$ cat config.mk
export PLATFORM = sky130hd
export DESIGN_NAME = linear_interpolation_resampler_unit
export DESIGN_NICKNAME = d
export VERILOG_FILES = /design/src/rtl/lirs_pkg.sv /design/src/rtl/linear_interpolation_resampler_unit.sv /design/src/rtl/lirs_datapath.sv /design/src/rtl/lirs_ctrl.sv
export SDC_FILE = /design/constraint.sdc
export NUM_CORES = 1
export LEC_CHECK = 0
export ABC_CLOCK_PERIOD_IN_PS = 24300
export BUFFER_PORTS_ARGS = -buffer_cell sky130_fd_sc_hd__buf_4
export CORE_MARGIN = 2
export CORE_UTILIZATION = 65
export DETAILED_ROUTE_END_ITERATION = 8
export HOLD_SLACK_MARGIN = 0.08
export PLACE_DENSITY = 0.83
export SLEW_MARGIN = 20
export SYNTH_ARGS = -nofsm -noshare
export SYNTH_HDL_FRONTEND = slang
export SYNTH_SLANG_ARGS = --single-unit
$ cat constraint.sdc
create_clock -name clock -period 24.3 [get_ports clock]
set_clock_uncertainty 0.1 [all_clocks]
set_input_delay 0 -clock clock [delete_from_list [all_inputs] [get_ports clock]]
set_output_delay 0 -clock clock [all_outputs]
set_load 0.1 [all_outputs]
$ cat src/rtl/lirs_pkg.sv
// Shared constants, register codes and control types of the resampler.
`timescale 1ns / 1ps

package lirs_pkg;

   // Field and datapath widths
   localparam int SAMPLE_BITS  = 16;
   localparam int FRAC_BITS    = 16;
   localparam int MAX_UPSAMPLE = 64;
   localparam int STEP_BITS    = 20;
   localparam int OUT_CNT_BITS = 16;
   localparam int POINT_BITS   = OUT_CNT_BITS + 1;
   localparam int ACC_BITS     = STEP_BITS + 1;
   localparam int RUN_BITS     = $clog2(MAX_UPSAMPLE + 1);
   localparam int CSR_IDX_BITS = 2;
   localparam int PROD_BITS    = SAMPLE_BITS + FRAC_BITS + 2;

   // One whole sample step in position units
   localparam logic [ACC_BITS-1:0] ONE_POS = ACC_BITS'(1) << FRAC_BITS;
   // Smallest usable step; bounds a run to MAX_UPSAMPLE points
   localparam logic [STEP_BITS-1:0] MIN_STEP =
      STEP_BITS'(((2 ** FRAC_BITS) + MAX_UPSAMPLE - 1) / MAX_UPSAMPLE);

   // Register reset values
   localparam logic                    MODE_RESET  = 1'b1;
   localparam logic [STEP_BITS-1:0]    STEP_RESET  = STEP_BITS'(65536);
   localparam logic [OUT_CNT_BITS-1:0] COUNT_RESET = OUT_CNT_BITS'(256);

   // Register indexes
   typedef enum logic [CSR_IDX_BITS-1:0] {
      CSR_MODE  = 2'd0,
      CSR_STEP  = 2'd1,
      CSR_COUNT = 2'd2
   } csr_index_type;

   // Controller states
   typedef enum logic [1:0] {
      ST_IDLE = 2'b01,
      ST_RUN  = 2'b10
   } state_type;

   // Commands from the controller to the datapath
   typedef struct packed {
      logic idle;
      logic take_first;
      logic mark_done;
      logic start_run;
      logic emit;
      logic finish;
   } cmd_type;

   // Status from the datapath to the controller
   typedef struct packed {
      logic grid_done;
      logic grid_full;
      logic need_first;
      logic can_emit;
      logic out_free;
   } status_type;

endpackage

$ cat src/rtl/linear_interpolation_resampler_unit.sv
// Top level of the linear interpolation / zero-order hold resampler.
//
//   channel   direction  handshake            payload
//   req_      in         req_valid/req_stall  req_sample_in
//   rsp_      out        rsp_valid/rsp_stall  rsp_grid_value, rsp_run_end, rsp_grid_end
//   csr_      in         csr_valid/csr_ready  csr_index, csr_data
//
// An item that causes a run of grid points (up to 64) is handled in steps: the accept cycle,
// one grid point per cycle into the output register while rsp_ is not stalled, and a step
// to close the run. Items that cause no run (grid finished, first sample of linear mode)
// are handled in the accept cycle and start no run.
// Synchronous reset restores the register defaults and restarts the grid.
// A stall on rsp_ holds the output register and pauses the run; req_ is taken only between
// runs, and register writes are taken at the same times while no input item is offered.
`timescale 1ns / 1ps

module linear_interpolation_resampler_unit (
   input  logic                                    clock,
   input  logic                                    reset,
   input  logic                                    req_valid,
   output logic                                    req_stall,
   input  logic signed [lirs_pkg::SAMPLE_BITS-1:0] req_sample_in,
   output logic                                    rsp_valid,
   input  logic                                    rsp_stall,
   output logic signed [lirs_pkg::SAMPLE_BITS-1:0] rsp_grid_value,
   output logic                                    rsp_run_end,
   output logic                                    rsp_grid_end,
   input  logic                                    csr_valid,
   output logic                                    csr_ready,
   input  logic [lirs_pkg::CSR_IDX_BITS-1:0]       csr_index,
   input  logic [lirs_pkg::STEP_BITS-1:0]          csr_data
);

   lirs_pkg::cmd_type    cmd;
   lirs_pkg::status_type status;
   logic                 csr_write;

   lirs_ctrl u_ctrl (
      .clock     (clock),
      .reset     (reset),
      .req_valid (req_valid),
      .status    (status),
      .cmd       (cmd),
      .req_stall (req_stall)
   );

   lirs_datapath u_datapath (
      .clock          (clock),
      .reset          (reset),
      .cmd            (cmd),
      .status         (status),
      .req_sample_in  (req_sample_in),
      .csr_valid      (csr_write),
      .csr_index      (csr_index),
      .csr_data       (csr_data),
      .rsp_stall      (rsp_stall),
      .rsp_valid      (rsp_valid),
      .rsp_grid_value (rsp_grid_value),
      .rsp_run_end    (rsp_run_end),
      .rsp_grid_end   (rsp_grid_end)
   );

   // Take register writes only between runs, and never beside an input item
   assign csr_ready = cmd.idle && !req_valid;
   assign csr_write = csr_valid && csr_ready;

endmodule

$ cat src/rtl/lirs_datapath.sv
// Datapath of the resampler: registers, grid position, interpolation and output stage.
`timescale 1ns / 1ps

module lirs_datapath (
   input  logic                                  clock,
   input  logic                                  reset,
   input  lirs_pkg::cmd_type                     cmd,
   output lirs_pkg::status_type                  status,
   input  logic signed [lirs_pkg::SAMPLE_BITS-1:0] req_sample_in,
   input  logic                                  csr_valid,
   input  logic [lirs_pkg::CSR_IDX_BITS-1:0]     csr_index,
   input  logic [lirs_pkg::STEP_BITS-1:0]        csr_data,
   input  logic                                  rsp_stall,
   output logic                                  rsp_valid,
   output logic signed [lirs_pkg::SAMPLE_BITS-1:0] rsp_grid_value,
   output logic                                  rsp_run_end,
   output logic                                  rsp_grid_end
);

   // Configuration registers
   logic                                  mode_ff, mode_in;
   logic [lirs_pkg::STEP_BITS-1:0]        step_ff, step_in;
   logic [lirs_pkg::OUT_CNT_BITS-1:0]     count_ff, count_in;

   // Grid state
   logic signed [lirs_pkg::SAMPLE_BITS-1:0] prev_ff, prev_in;
   logic signed [lirs_pkg::SAMPLE_BITS-1:0] cur_ff, cur_in;
   logic                                  have_ff, have_in;
   logic [lirs_pkg::ACC_BITS-1:0]         acc_ff, acc_in;
   logic [lirs_pkg::POINT_BITS-1:0]       points_ff, points_in;
   logic                                  done_ff, done_in;
   logic [lirs_pkg::RUN_BITS-1:0]         run_ff, run_in;

   // Output stage
   logic                                  out_valid_ff, out_valid_in;
   logic signed [lirs_pkg::SAMPLE_BITS-1:0] out_value_ff, out_value_in;
   logic                                  out_run_end_ff, out_run_end_in;
   logic                                  out_grid_end_ff, out_grid_end_in;

   // Combinational helpers
   logic                                  cfg_we;
   logic [lirs_pkg::POINT_BITS-1:0]       total;
   logic [lirs_pkg::POINT_BITS-1:0]       points_plus;
   logic [lirs_pkg::STEP_BITS-1:0]        step_eff;
   logic [lirs_pkg::ACC_BITS-1:0]         acc_next;
   logic                                  acc_lt_one;
   logic                                  points_lt_total;
   logic                                  emit_last;
   logic                                  out_free;
   logic signed [lirs_pkg::SAMPLE_BITS:0] diff;
   logic signed [lirs_pkg::FRAC_BITS:0]   frac;
   logic signed [lirs_pkg::PROD_BITS-1:0] prod;
   logic signed [lirs_pkg::SAMPLE_BITS+1:0] interp_delta;
   logic signed [lirs_pkg::SAMPLE_BITS+1:0] interp_sum;
   logic signed [lirs_pkg::SAMPLE_BITS-1:0] point_value;

   // Decode register write
   assign cfg_we = csr_valid && cmd.idle &&
                   ((csr_index == lirs_pkg::CSR_MODE) ||
                    (csr_index == lirs_pkg::CSR_STEP) ||
                    (csr_index == lirs_pkg::CSR_COUNT));

   // Grid bookkeeping
   assign total = mode_ff ? {1'b0, count_ff}
                          : {1'b0, count_ff} + lirs_pkg::POINT_BITS'(1);
   assign points_plus     = points_ff + lirs_pkg::POINT_BITS'(1);
   assign step_eff        = (step_ff < lirs_pkg::MIN_STEP) ? lirs_pkg::MIN_STEP : step_ff;
   assign acc_next        = acc_ff + lirs_pkg::ACC_BITS'(step_eff);
   assign acc_lt_one      = acc_ff < lirs_pkg::ONE_POS;
   assign points_lt_total = points_ff < total;
   assign emit_last       = (points_plus >= total) || (acc_next >= lirs_pkg::ONE_POS) ||
                            (run_ff == lirs_pkg::RUN_BITS'(lirs_pkg::MAX_UPSAMPLE - 1));
   assign out_free        = !out_valid_ff || !rsp_stall;

   // Interpolate: prev + floor((cur - prev) * frac / 2^FRAC_BITS)
   assign diff  = {cur_ff[lirs_pkg::SAMPLE_BITS-1], cur_ff} -
                  {prev_ff[lirs_pkg::SAMPLE_BITS-1], prev_ff};
   assign frac  = {1'b0, acc_ff[lirs_pkg::FRAC_BITS-1:0]};
   assign prod  = diff * frac;
   assign interp_delta = prod[lirs_pkg::PROD_BITS-1:lirs_pkg::FRAC_BITS];
   assign interp_sum   = {{2{prev_ff[lirs_pkg::SAMPLE_BITS-1]}}, prev_ff} + interp_delta;
   assign point_value  = mode_ff ? interp_sum[lirs_pkg::SAMPLE_BITS-1:0] : cur_ff;

   // Report status
   always_comb begin
      status            = '0;
      status.grid_done  = done_ff;
      status.grid_full  = !points_lt_total;
      status.need_first = mode_ff && !have_ff;
      status.can_emit   = points_lt_total && acc_lt_one &&
                          (run_ff != lirs_pkg::RUN_BITS'(lirs_pkg::MAX_UPSAMPLE));
      status.out_free   = out_free;
   end

   // Next state of registers and grid
   always_comb begin
      mode_in   = mode_ff;
      step_in   = step_ff;
      count_in  = count_ff;
      prev_in   = prev_ff;
      cur_in    = cur_ff;
      have_in   = have_ff;
      acc_in    = acc_ff;
      points_in = points_ff;
      done_in   = done_ff;
      run_in    = run_ff;
      if (cfg_we) begin
         case (csr_index)
            lirs_pkg::CSR_MODE:  mode_in  = csr_data[0];
            lirs_pkg::CSR_STEP:  step_in  = csr_data;
            lirs_pkg::CSR_COUNT: count_in = csr_data[lirs_pkg::OUT_CNT_BITS-1:0];
            default: ;
         endcase
         // Restart the grid
         have_in   = 1'b0;
         acc_in    = '0;
         points_in = '0;
         done_in   = 1'b0;
      end else begin
         if (cmd.take_first) begin
            prev_in = req_sample_in;
            have_in = 1'b1;
         end
         if (cmd.mark_done) begin
            done_in = 1'b1;
         end
         if (cmd.start_run) begin
            cur_in = req_sample_in;
            run_in = '0;
         end
         if (cmd.emit) begin
            points_in = points_plus;
            acc_in    = acc_next;
            run_in    = run_ff + lirs_pkg::RUN_BITS'(1);
         end
         if (cmd.finish) begin
            if (!points_lt_total) begin
               done_in = 1'b1;
            end else if (!acc_lt_one) begin
               acc_in = acc_ff - lirs_pkg::ONE_POS;
            end else begin
               acc_in = '0;
            end
            prev_in = cur_ff;
            have_in = 1'b1;
         end
      end
   end

   // Load the output stage on emit, drop it when taken
   always_comb begin
      out_valid_in    = out_valid_ff && rsp_stall;
      out_value_in    = out_value_ff;
      out_run_end_in  = out_run_end_ff;
      out_grid_end_in = out_grid_end_ff;
      if (cmd.emit) begin
         out_valid_in    = 1'b1;
         out_value_in    = point_value;
         out_run_end_in  = emit_last;
         out_grid_end_in = (points_plus == total);
      end
   end

   // Control registers
   always_ff @(posedge clock) begin
      if (reset) begin
         mode_ff      <= lirs_pkg::MODE_RESET;
         step_ff      <= lirs_pkg::STEP_RESET;
         count_ff     <= lirs_pkg::COUNT_RESET;
         have_ff      <= 1'b0;
         acc_ff       <= '0;
         points_ff    <= '0;
         done_ff      <= 1'b0;
         run_ff       <= '0;
         out_valid_ff <= 1'b0;
      end else begin
         mode_ff      <= mode_in;
         step_ff      <= step_in;
         count_ff     <= count_in;
         have_ff      <= have_in;
         acc_ff       <= acc_in;
         points_ff    <= points_in;
         done_ff      <= done_in;
         run_ff       <= run_in;
         out_valid_ff <= out_valid_in;
      end
   end

   // Payload registers
   always_ff @(posedge clock) begin
      prev_ff         <= prev_in;
      cur_ff          <= cur_in;
      out_value_ff    <= out_value_in;
      out_run_end_ff  <= out_run_end_in;
      out_grid_end_ff <= out_grid_end_in;
   end

   assign rsp_valid      = out_valid_ff;
   assign rsp_grid_value = out_value_ff;
   assign rsp_run_end    = out_run_end_ff;
   assign rsp_grid_end   = out_grid_end_ff;

endmodule

$ cat src/rtl/lirs_ctrl.sv
// Controller of the resampler: accepts items and sequences each run of grid points.
`timescale 1ns / 1ps

module lirs_ctrl (
   input  logic                 clock,
   input  logic                 reset,
   input  logic                 req_valid,
   input  lirs_pkg::status_type status,
   output lirs_pkg::cmd_type    cmd,
   output logic                 req_stall
);

   lirs_pkg::state_type state_ff, state_in;

   // Decode commands and next state
   always_comb begin
      cmd      = '0;
      state_in = state_ff;
      case (state_ff)
         lirs_pkg::ST_IDLE: begin
            cmd.idle = 1'b1;
            if (req_valid) begin
               if (status.grid_done) begin
                  // drop the item, grid is finished
               end else if (status.grid_full) begin
                  cmd.mark_done = 1'b1;
               end else if (status.need_first) begin
                  cmd.take_first = 1'b1;
               end else begin
                  cmd.start_run = 1'b1;
                  state_in      = lirs_pkg::ST_RUN;
               end
            end
         end
         lirs_pkg::ST_RUN: begin
            if (status.can_emit) begin
               cmd.emit = status.out_free;
            end else begin
               cmd.finish = 1'b1;
               state_in   = lirs_pkg::ST_IDLE;
            end
         end
         default: begin
            state_in = lirs_pkg::ST_IDLE;
         end
      endcase
   end

   // Hold the state
   always_ff @(posedge clock) begin
      if (reset) begin
         state_ff <= lirs_pkg::ST_IDLE;
      end else begin
         state_ff <= state_in;
      end
   end

   assign req_stall = !cmd.idle;

endmodule

==> impl_metrics.json <==
{
  "grt_pass1_vias": 16500,
  "hold_path_depth": 5,
  "seq_area_frac_synth_pct": 17.0,
  "synthCells": 2133,
  "worst-path-buf-inv": 5,
  "area_growth_pct": 10.2,
  "wl_per_cell_um": 18.8,
  "clkSinkCount": 137,
  "clock_path_buffers": 2,
  "crit_top_cell": "fa_1",
  "grt_pass1_wl_um": 80200,
  "postSynth.asyncResetShare_pct": 0,
  "rr_startpoint": "u_datapath.prev_ff[1]$_DFFE_PP_",
  "r2r_slack_ns": 13.72,
  "mostFrequentLayoutCells": "361 x inv_1, 275 x nand2_1, 268 x fa_1, 174 x ha_1, 117 x and2_1",
  "gp_congestion": 0.931,
  "min_period_ns": 10.58,
  "cp_max_fo": 16,
  "vias_per_cell": 5.90,
  "core.rowCount": 62,
  "post-route-period-util_pct": 43.6,
  "syn_area_per_cell_um2": 8.92,
  "clk_transition_reported_paths_ns": 0.06,
  "finalWirelength_um": 48900,
  "max_freq_mhz": 94.5,
  "slew_headroom_pct": 28.8,
  "cts_resized": 0,
  "cp.arrival_ns": 10.77,
  "hold_class": "in2reg",
  "cp_top_family": "compound AO/OA/AOI/OAI gates",
  "maxSlewViolCount": 0,
  "ys_types": 72,
  "synth_area_mm2": 0.0190,
  "setup-violations-final": 0,
  "initial_core_util_pct": 66.1,
  "yosys.area.top_type_share_pct": 28.2,
  "worstSetupEndpointType": "register",
  "holdWs_ns": 0.155,
  "port_buffers": 63,
  "worstPathRequired_ns": 24.49,
  "r2r.worst_path.cells": 38,
  "leakage_nw": 10.3,
  "cpPeakStageDelay_ns": 0.70,
  "grt_max_degree": 45,
  "min_to": "u_datapath.acc_ff[16]$_SDFF_PP0_",
  "cts_root_buf": "clkbuf_16",
  "drc": 0,
  "cp-start-kind": "register",
  "synth_edf_count": 50,
  "irDropWorstVdd_uv": 47.3,
  "rsz0062_at_grt": "no",
  "yosysTopAreaCell": "fa_1",
  "tns_ns": 0,
  "synth_nets": 2618,
  "vias": 15300,
  "status": "finished clean",
  "drive_gt1_share_pct": 8.13,
  "p_per_area_mw_per_mm2": 31.9,
  "cts_tree": "built",
  "insertion_delay_ns": 0.44,
  "ys.flop_type": "dfxtp_1",
  "drv_cap": 0,
  "nets": 2687,
  "drtIter0Drc": 1068,
  "synth_area_leaders": "fa_1 28%, ha_1 11%, dfxtp_1 9.2%",
  "numCtsBuffers": 17,
  "dp_hpwl_um": 36100,
  "die_width_um": 175,
  "finalHoldViolCount": 0,
  "min_from": "rsp_stall",
  "core_mm2": 0.0288,
  "r2r-end": "u_datapath.rsp_grid_value[15]$_DFFE_PP_",
  "fp.dieArea_mm2": 0.0307,
  "final_common_cell": "inv_1",
  "drtPass1Iterations": 8,
  "dieHeight_um": 175,
  "crit_type": "reg2reg",
  "detail-route-antenna-nets": 0,
  "tightest_slew_ns": 1.06,
  "ys.warnings.count": 0,
  "track_usage_pct": 33.2,
  "htreeDepth": 4,
  "antenna_found_initial": 1,
  "grt_overflow": 0,
  "crit_slowest_cell": "a211o_1",
  "synth_seq_cells": 137,
  "ios": 64
}
[power by group]
part / internal (mW) / leakage [nW] / total [mW] / switching [mW]
combinational: 0.0468 / 8.86 / 0.142 / 0.0952
clock: 0.171 / 0.310 / 0.275 / 0.104
sequential: 0.245 / 1.16 / 0.251 / 0.00534
[what timing repair did]
item	in CTS	in global routing
setup buffers	0	0
endpoints found under the hold margin	76	0
hold buffers	54	0
setup endpoints to repair	0	0
[layer usage]
layer / global-route usage (%) / vias up / routed length (µm)
met5: 0 / - / 0
met4: 17.6 / 0 / 2480
met3: 6.11 / 193 / 3600
met2: 57.2 / 700 / 24100
met1: 39.7 / 7559 / 18700
li1: - / 6887 / -
[worst register-to-register path, delay by kind of cell (launching register included)]
kind	cells	cell delay, ns
buffers and inverters	5	0.32
AND/OR/NAND/NOR	3	0.32
multiplexers	1	0.23
XOR/XNOR	3	0.67
AO/OA/AOI/OAI	17	4.26
adder cells (fa/ha/maj)	9	4.03
flip-flops	1	0.47
[cells in the mapped netlist, types with 4 or more instances]
master,count
a211oi_1,12
a21o_1,31
a21oi_1,98
a22oi_1,16
a31oi_1,7
and2_1,117
and3_1,10
buf_2,9
clkbuf_1,78
dfxtp_1,87
edfxtp_1,50
fa_1,268
ha_1,174
inv_1,361
mux2_2,29
mux2i_1,12
nand2_1,275
nand2b_1,36
nand3_1,29
nand3_2,4
nand3b_1,5
nand4_1,17
nor2_1,90
nor2b_1,36
nor3_1,14
nor3b_1,4
o21a_1,20
o21ai_0,45
o21ai_1,4
o31ai_1,6
or2_2,4
or3_1,12
xnor2_1,60
xor2_1,49
[how the worst max path moves through the flow]
stage,start,to,slack [ns],cells past startpoint
3_5_place_dp,u_datapath.prev_ff[1]$_DFFE_PP_,u_datapath.rsp_grid_value[15]$_DFFE_PP_,14.08,38
2_1_floorplan,u_datapath.cur_ff[0]$_DFFE_PP_,u_datapath.rsp_grid_value[12]$_DFFE_PP_,15.18,41
4_1_cts,u_datapath.prev_ff[1]$_DFFE_PP_,u_datapath.rsp_grid_value[15]$_DFFE_PP_,13.88,38
6_report,u_datapath.prev_ff[1]$_DFFE_PP_,u_datapath.rsp_grid_value[15]$_DFFE_PP_,13.72,38
5_1_grt,u_datapath.cur_ff[0]$_DFFE_PP_,u_datapath.rsp_grid_value[15]$_DFFE_PP_,13.12,38
3_3_place_gp,u_datapath.cur_ff[0]$_DFFE_PP_,u_datapath.rsp_grid_value[15]$_DFFE_PP_,14.43,38
[through the flow]
step	cells	worst slack, ns	power (mW)	instance area (µm²)	util [%]
floorplan	2133	15.18	0.333	19000	-
global placement	2513	14.43	0.382	19800	68.8
detailed placement	2513	14.08	0.386	19800	68.8
CTS	2598	13.88	0.663	21000	72.9
global route	2598	13.12	0.687	21000	72.9
finish	2599	13.72	0.668	21000	72.9
[area by class of cell]
cell class                      count  area (µm²)
Multi-Input combinational cell   1541       14100
Inverter                          363        1360
Tap cell                          384         480
Clock inverter                      9         105
Clock buffer                       22         517
Antenna cell                        1        2.50
Sequential cell                   137        3240
Timing Repair Buffer              142        1200
Fill cell                        2018        7810
[flip-flops by register name (all words and copies together), names as in the netlist, 2 cells and up]
signal	cells
u_ctrl.state_ff	2
u_datapath.acc_ff	21
u_datapath.count_ff	16
u_datapath.cur_ff	16
u_datapath.points_ff	17
u_datapath.prev_ff	16
u_datapath.rsp_grid_value	16
u_datapath.run_ff	7
u_datapath.step_ff	20
[cells by family after synthesis]
logic type / count (synthesis) / share of synthesized area, %
buffers and inverters: 455 / 9.13
multiplexers: 42 / 2.41
adder cells (fa/ha/maj): 442 / 39.6
flip-flops: 137 / 17.0
XOR/XNOR: 110 / 5.14
AO/OA/AOI/OAI: 266 / 8.83
AND/OR/NAND/NOR: 681 / 17.8
Power figures use the tool's default switching activity.
